## src/hdl/cwmr_pkg.sv

```systemverilog
// Package for the cell window mean reporter: sizes, payload structs, state codes.
// Used by cwmr_divider and cell_window_mean_reporter; depends on nothing.
`default_nettype none

package cwmr_pkg;

   localparam int MODULE_COUNT = 16;
   localparam int CELLS_EACH   = 8;
   localparam int CELL_TOTAL   = MODULE_COUNT * CELLS_EACH;
   localparam int CELL_IDX_W   = $clog2(CELL_TOTAL);
   localparam int MOD_IDX_W    = $clog2(MODULE_COUNT);

   localparam int MV_W         = 13;   // band limits and accepted readings
   localparam int SUM_W        = 29;
   localparam int COUNT_W      = 16;
   localparam int MEAN_W       = 14;   // quotient bits; a mean never exceeds 8191
   localparam int DIVIDEND_W   = SUM_W + 1;
   localparam int TOTAL_W      = 17;
   localparam int VALUE_W      = 17;

   localparam logic [COUNT_W-1:0] COUNT_MAX = '1;
   localparam logic [TOTAL_W-1:0] TOTAL_MAX = '1;
   localparam logic [MEAN_W-1:0]  MEAN_NEVER = '1;  // no real mean reaches this

   localparam logic [MV_W-1:0] VALID_LOW_RESET  = MV_W'(1500);
   localparam logic [MV_W-1:0] VALID_HIGH_RESET = MV_W'(4500);

   localparam logic REG_VALID_LOW  = 1'b0;
   localparam logic REG_VALID_HIGH = 1'b1;

   localparam logic KIND_SAMPLE = 1'b0;
   localparam logic KIND_CLOSE  = 1'b1;

   localparam logic REPORT_CELL   = 1'b0;
   localparam logic REPORT_MODULE = 1'b1;

   typedef struct packed {
      logic               kind;
      logic [3:0]         module_index;
      logic [2:0]         cell_index;
      logic signed [15:0] reading_mv;
      logic               module_present;
      logic               force_report;
   } req_type;

   typedef struct packed {
      logic               report_kind;
      logic [3:0]         report_module;
      logic [2:0]         report_cell;
      logic [VALUE_W-1:0] value_mv;
      logic               last_of_run;
   } rsp_type;

   typedef struct packed {
      logic [SUM_W-1:0]   sum;
      logic [COUNT_W-1:0] count;
      logic [MEAN_W-1:0]  last_mean;
   } cell_row_type;

   localparam cell_row_type CELL_ROW_RESET = '{sum: '0, count: '0, last_mean: MEAN_NEVER};

   typedef struct packed {
      logic                  start;
      logic [DIVIDEND_W-1:0] dividend;
      logic [COUNT_W-1:0]    divisor;
   } div_req_type;

   typedef struct packed {
      logic              done;
      logic [MEAN_W-1:0] quotient;
   } div_rsp_type;

   typedef enum logic [2:0] {
      ST_IDLE,
      ST_READ,
      ST_DIVIDE,
      ST_CELL_RPT,
      ST_MOD_CHK,
      ST_MOD_RPT
   } state_type;

endpackage

`default_nettype wire

```

## src/hdl/cwmr_divider.sv

```systemverilog
// Restoring divider, one quotient bit per cycle, for the rounded cell mean.
// Depends on cwmr_pkg for widths and the request and response structs.
`default_nettype none

module cwmr_divider
   import cwmr_pkg::*;
(
   input  wire logic        clock,
   input  wire logic        reset,
   input  wire div_req_type div_req,
   output div_rsp_type      div_rsp
);

   // The caller guarantees dividend < divisor * 2**MEAN_W, so the upper
   // dividend bits start as a partial remainder already below the divisor.
   logic                     busy_ff, busy_in;
   logic                     done_ff, done_in;
   logic [$clog2(MEAN_W)-1:0] step_ff, step_in;
   logic [COUNT_W-1:0]       rem_ff, rem_in;
   logic [MEAN_W-1:0]        dvd_ff, dvd_in;
   logic [MEAN_W-1:0]        quo_ff, quo_in;
   logic [COUNT_W-1:0]       dsr_ff, dsr_in;
   logic [COUNT_W:0]         trial;
   logic                     fits;

   always_comb begin
      trial   = {rem_ff, dvd_ff[MEAN_W-1]};
      fits    = trial >= {1'b0, dsr_ff};
      busy_in = busy_ff;
      done_in = 1'b0;
      step_in = step_ff;
      rem_in  = rem_ff;
      dvd_in  = dvd_ff;
      quo_in  = quo_ff;
      dsr_in  = dsr_ff;
      if (div_req.start) begin
         busy_in = 1'b1;
         step_in = ($clog2(MEAN_W))'(MEAN_W - 1);
         rem_in  = div_req.dividend[DIVIDEND_W-1:MEAN_W];
         dvd_in  = div_req.dividend[MEAN_W-1:0];
         dsr_in  = div_req.divisor;
      end else if (busy_ff) begin
         rem_in = fits ? COUNT_W'(trial - {1'b0, dsr_ff}) : trial[COUNT_W-1:0];
         dvd_in = {dvd_ff[MEAN_W-2:0], 1'b0};
         quo_in = {quo_ff[MEAN_W-2:0], fits};
         step_in = step_ff - 1'b1;
         if (step_ff == '0) begin
            busy_in = 1'b0;
            done_in = 1'b1;
         end
      end
   end

   always_ff @(posedge clock) begin
      if (reset) begin
         busy_ff <= 1'b0;
         done_ff <= 1'b0;
      end else begin
         busy_ff <= busy_in;
         done_ff <= done_in;
      end
      step_ff <= step_in;
      rem_ff  <= rem_in;
      dvd_ff  <= dvd_in;
      quo_ff  <= quo_in;
      dsr_ff  <= dsr_in;
   end

   assign div_rsp.done     = done_ff;
   assign div_rsp.quotient = quo_ff;

endmodule

`default_nettype wire

```

## config.mk

```make
export PLATFORM = sky130hd
export DESIGN_NAME = cwmr_divider
export DESIGN_NICKNAME = d
export VERILOG_FILES = /design/src/hdl/cwmr_pkg.sv /design/src/hdl/cwmr_divider.sv
export SDC_FILE = /design/constraint.sdc
export NUM_CORES = 1
export LEC_CHECK = 0
export BUFFER_PORTS_ARGS = -buffer_cell sky130_fd_sc_hd__buf_2
export CORE_MARGIN = 2
export CORE_UTILIZATION = 47
export CTS_CLUSTER_DIAMETER = 30
export CTS_CLUSTER_SIZE = 24
export DETAILED_ROUTE_END_ITERATION = 10
export PLACE_DENSITY = 0.69
export SETUP_SLACK_MARGIN = 0.2
export SLEW_MARGIN = 20
export SYNTH_ARGS = -nofsm -noshare
export SYNTH_HDL_FRONTEND = slang
export SYNTH_SLANG_ARGS = --single-unit
export TNS_END_PERCENT = 50
```

## constraint.sdc

```tcl
create_clock -name clock -period 3.3 [get_ports clock]
set_input_delay 0.165 -clock clock [delete_from_list [all_inputs] [get_ports clock]]
set_output_delay 0.165 -clock clock [all_outputs]
set_load 0.01 [all_outputs]
```

# After elaboration in Yosys (flattened, before gate mapping)
# Cells that the tools add are included.
[word_totals]
ff_bits = 66
in_bits = 49
output_inout_bits = 15
word_cells = 25
[op_classes]
addsub = 2
n_lt_le_gt_ge = 1
muxes = 9
n_bitwise = 2
n_reduce_logical = 4
[ops]
columns = ["cell", "n"]
rows = [
  ["$mux W16", 3],
  ["$mux W14", 2],
  ["$ge A17 B16 Y1", 1],
  ["$sub A16 B16 Y16", 1],
  ["$logic_not A4 Y1", 1],
  ["$mux W1", 4],
  ["$sub A4 B1 Y4 const B", 1],
  ["$reduce_or A3 Y1", 1],
  ["$not A1 Y1", 2],
  ["$reduce_and A2 Y1", 1],
  ["$reduce_bool A2 Y1", 1],
]

# Longest topological paths before layout
[logic_depth]
ltp_word = 4
depth_mapped = 11

# Worst setup path after synthesis
# OpenSTA, ideal clock, no wires.
[synth_timing]
path_type = "register to register"
from = "register dvd_ff[13]"
to = "register rem_ff[12], data pin"
setup_time_ns = 0.260
t_arrival_ns = 2.422
t_required_ns = 3.040
setup_slack_ns = 0.618
path_stages_with_launch = 12
path_buffers = 0
period_less_slack_ns = 2.682
cell_sequence = "edfxtp_1 -> inv_1 -> ha_1 -> inv_1 -> fa_1 -> a211oi_2 -> o211ai_2 -> and2_4 -> a311oi_2 -> xnor2_1 -> mux2_4 -> mux2_2"
[synth_via]
elab_chain_cells = 4
elab_cells_between_ends = 5
classes_between = "add/sub: 1; order compare: 1; mux: 3"
[synth_rtl]
columns = ["element", "line", "source"]
rows = [
  ["start, declared", "cwmr_divider.sv:20", "logic [MEAN_W-1:0] dvd_ff, dvd_in;"],
  ["start signal, assigned", "cwmr_divider.sv:64", "dvd_ff <= dvd_in;"],
  ["$sub A16 B16 Y16 or $ge A17 B16 Y1 (tied branches)", "cwmr_divider.sv:43, cwmr_divider.sv:28", ""],
  ["$mux W16 (*)", "cwmr_divider.sv:43", "rem_in = fits ? COUNT_W'(trial - {1'b0, dsr_ff}) : trial[COUNT_W-1:0];"],
  ["$mux W16 (*)", "cwmr_divider.sv:42", "end else if (busy_ff) begin"],
  ["$mux W16 (*)", "cwmr_divider.sv:36", "if (div_req.start) begin"],
  ["net rem_in[12]", "cwmr_divider.sv:19", "logic [COUNT_W-1:0] rem_ff, rem_in;"],
  ["end signal, assigned", "cwmr_divider.sv:63", "rem_ff <= rem_in;"],
  ["end, declared", "cwmr_divider.sv:19", ""],
]
# The timed path passes the listed nets; every way through them passes the cells marked *. The select of a mux whose other input is x is not followed.
# A chain may end at the register's enable or synchronous reset.

# Worst setup path in the final report
# Same ends and word-level chain as after synthesis.

==> Flow_metrics.wiki <==
{| class="wikitable"
! Metric !! Value
|-
| Worst slew pin tran || 0.747 ns
|-
| Cts bufs inserted || 9
|-
| All-Layer GR Usage || between 15 and 20%
|-
| Most common cell after layout, fill and taps aside || sky130_fd_sc_hd__buf_2
|-
| FF-to-FF setup slack || 0.47 ns
|-
| Antenna Diode Count || 0
|-
| Routed wire length per instance || 13.5 um
|-
| Setup-failing EPs final || 0
|-
| I/O Pins || 64
|-
| Mapped Area || 3440 um^2
|-
| Antenna violations before repair || 0
|-
| Pin count of the biggest net entering global routing || 52
|-
| Synthesized net count || 345
|-
| H-Tree Depth || 3
|-
| Startpoint of the lowest-slack register-to-register path || dvd_ff[13]$_DFFE_PP_
|-
| Instance count of the mapped netlist || 278
|-
| Chip height || 89.5 um
|-
| Main synth FF type || sky130_fd_sc_hd__edfxtp_1
|-
| Capture point of the worst path || rem_ff[12]$_DFFE_PP_
|-
| Post-layout instance count excluding filler cells || 466
|-
| Post-DP HPWL || approximately 4.4 mm
|-
| DRC violation total after the first TritonRoute iteration || approximately 90
|-
| Flop and latch count out of synthesis || 66
|-
| Cell type with the highest aggregate area in the netlist || sky130_fd_sc_hd__edfxtp_1
|-
| Via count of the routed design || 2338
|-
| Largest buffer count on any clock path || 2
|-
| Remaining antenna violation count || 0
|-
| TritonCTS clock tree || yes
|-
| Die outline area || between 8000 and 9000 um^2
|-
| Endpoint arrival time on the critical path || 2.94 ns
|-
| Kind of critical path || reg -> reg
|-
| Starting Density || between 40% and 50%
|-
| Vias in the first global route || 2218
|-
| Capturing point of the worst reg2reg path || rem_ff[12]$_DFFE_PP_
|-
| CP max FO || 3
|-
| Setup TNS || 0 ns
|-
| Cell variety after synth || 49
|-
| Number of I/O port buffers || 63
|-
| Total placed instance area || around 3800 um^2
|-
| Leakage component of the power || 1.75 nW
|-
| Startpoint Class || register
|-
| Min cycle time layout || 2.83 ns
|-
| Routed WL || 6.29 mm
|-
| Commonest cells after routing, fill and taps aside || 63 x sky130_fd_sc_hd__buf_2, 60 x sky130_fd_sc_hd__edfxtp_1, 24 x sky130_fd_sc_hd__nand2_1
|-
| P&R area growth vs syn || 22.1%
|-
| Worst-case vdd ir drop || 0.000270 V
|-
| Worst Reg2Reg Path Length in Cells || 11
|-
| Number of enable flip-flop cells after synthesis || 60
|-
| Final #Nets || between 400 and 500
|-
| Max Clk Rate || 353 MHz
|-
| Average cell area after synthesis || roughly 12 um^2
|-
| Reg clk slew, reported paths || 0.07 ns
|-
| Clock insertion delay at the later pin of the skew report || 0.35 ns
|-
| Fin. Hold Viols || 0
|-
| Req. time, crit path || 3.40 ns
|-
| GRT overflow || 0
|-
| Async set or reset register ratio after synthesis || 0%
|-
| Result of the run || completed
|-
| Sequential cell area fraction in the yosys report || 55.9%
|-
| Wire length on met2 || 2.92 mm
|-
| Pwr Density || ~640 nW/um^2
|-
| Fraction of the cycle the final worst path needs || a little under nine tenths
|-
| Yosys warnings || 0
|-
| Core box area || between 7000 and 8000 um^2
|-
| Clock net sink count || between 60 and 70
|-
| Post-CTS setup buffers || 0
|-
| Die width || 89.5 um
|-
| Max-slew headroom at the worst pin || 50.2%
|-
| Layout cell share with drive strength beyond 1 || 30.5%
|-
| Number of maximum-capacitance constraint violations || 0
|-
| Site Rows || 31
|-
| Unrepaired setup endpoints after global routing || false
|-
| Total power || roughly 2.7 mW
|-
| Critical path endpoint category || register
|-
| Sum of met3 wire segment lengths after detailed routing || 269 um
|-
| Final Max Tran Viols || 0
|-
| Top layer reached by signal wires || met4
|-
| Maximum clock skew at final layout || 0.00962 ns
|-
| Number of DRC violations after detailed routing || 0
|-
| Finished Cell Area || 4200 um^2
|-
| Detailed-routing wirelength on met1 || 2.94 mm
|-
| Tightest hold margin || 0.0882 ns
|-
| DR vias/cell || around 5.0
|-
| DRT Pass-1 Iters || 4
|-
| Worst hold-check path type || in -> reg
|-
| Portion of synthesized cell area occupied by the leading cell type || 52.4%
|-
| CTS root buf || sky130_fd_sc_hd__clkbuf_8
|-
| Wire length of the first global-routing pass || 10.2 mm
|-
| Final GP Congestion || 0.840
|-
| Dpl cells || 433
|-
| Leading post-synthesis cells by cell area || sky130_fd_sc_hd__edfxtp_1 52%, sky130_fd_sc_hd__ha_1 6.2%, sky130_fd_sc_hd__mux2_2 4.9%
|-
| Start point of the critical path || dvd_ff[13]$_DFFE_PP_
|}
## Yosys cell counts (6+ instances only)
| cell type | count |
|---|---|
| sky130_fd_sc_hd__a21oi_1 | 10 |
| sky130_fd_sc_hd__clkbuf_1 | 7 |
| sky130_fd_sc_hd__dfxtp_1 | 6 |
| sky130_fd_sc_hd__edfxtp_1 | 60 |
| sky130_fd_sc_hd__ha_1 | 17 |
| sky130_fd_sc_hd__inv_1 | 19 |
| sky130_fd_sc_hd__mux2_2 | 15 |
| sky130_fd_sc_hd__mux2i_1 | 10 |
| sky130_fd_sc_hd__nand2_1 | 24 |
| sky130_fd_sc_hd__nor2_1 | 14 |
| sky130_fd_sc_hd__o21ai_0 | 9 |
| sky130_fd_sc_hd__o21ai_1 | 8 |
| sky130_fd_sc_hd__xnor2_1 | 9 |
## sequential cells by signal, indices dropped and copies added (netlist names)
| register | flops |
|---|---|
| rem_ff | 16 |
| done_ff | 1 |
| busy_ff | 1 |
| dvd_ff | 14 |
| dsr_ff | 16 |
| step_ff | 4 |
| quo_ff | 14 |
## area by class of cell
type,instances,area (um^2)
clock inverters,6,42.5
inverters,19,71.3
fillers,610,2980
repair buffers,83,508
flip-flops and latches,66,1920
well taps,99,124
clock buffers,10,138
multi-input cells,183,1390
## where the power goes
part	internal [mW]	switching [mW]
sequential	1.05	0.0529
clock	0.292	0.311
combinational	0.467	0.495
total	1.81	0.859
## metal layers
layer  track usage (%)  vias to the layer above
met5                 0                        -
met4              7.46                        0
met3              4.80                       12
met2              27.7                       59
met1              21.1                     1082
li1                  -                     1185
## stage by stage
stage / util, % / worst slack (ns)
floorplan: - / 0.618
global route: 58.5 / 0.331
CTS: 58.4 / 0.458
global placement: 53.5 / 0.516
finish: 58.5 / 0.467
detailed placement: 53.5 / 0.487
## worst max-delay path, stage by stage, from the launching register on
cell,delay (ns)
sky130_fd_sc_hd__edfxtp_1,0.36
sky130_fd_sc_hd__inv_1,0.07
sky130_fd_sc_hd__ha_1,0.16
sky130_fd_sc_hd__inv_1,0.05
sky130_fd_sc_hd__fa_1,0.43
sky130_fd_sc_hd__a211oi_2,0.32
sky130_fd_sc_hd__o211ai_2,0.14
sky130_fd_sc_hd__and2_4,0.18
sky130_fd_sc_hd__a311oi_2,0.27
sky130_fd_sc_hd__xnor2_1,0.09
sky130_fd_sc_hd__mux2_4,0.25
sky130_fd_sc_hd__mux2_2,0.25
## worst min-delay path by stage
stage	slack [ns]	to	cells after the start	from
floorplan	0.24	busy_ff$_SDFF_PP0_	1	reset
global placement	0.34	busy_ff$_SDFF_PP0_	2	reset
detailed placement	0.34	dsr_ff[3]$_DFFE_PP_	1	div_req[3]
CTS	0.07	dvd_ff[0]$_SDFFCE_PN0P_	2	div_req[16]
global route	0.09	rem_ff[2]$_DFFE_PP_	3	div_req[32]
finish	0.09	rem_ff[2]$_DFFE_PP_	3	div_req[32]
## kinds of logic after synthesis
group           after synthesis  synth area share [%]
mux                          26                  8.26
xor+xnor                     14                  3.57
flops                        66                  55.9
buf+inv                      29                  3.71
simple gates                 67                  9.87
compound gates               58                  11.9
fa+ha+maj                    18                  6.77
## timing repair
action	4_1_cts	5_1_grt
resized for setup	0	0
hold buffers	17	0
endpoints found under the hold margin	18	0
No activity file was read; power rests on OpenSTA's default activity.
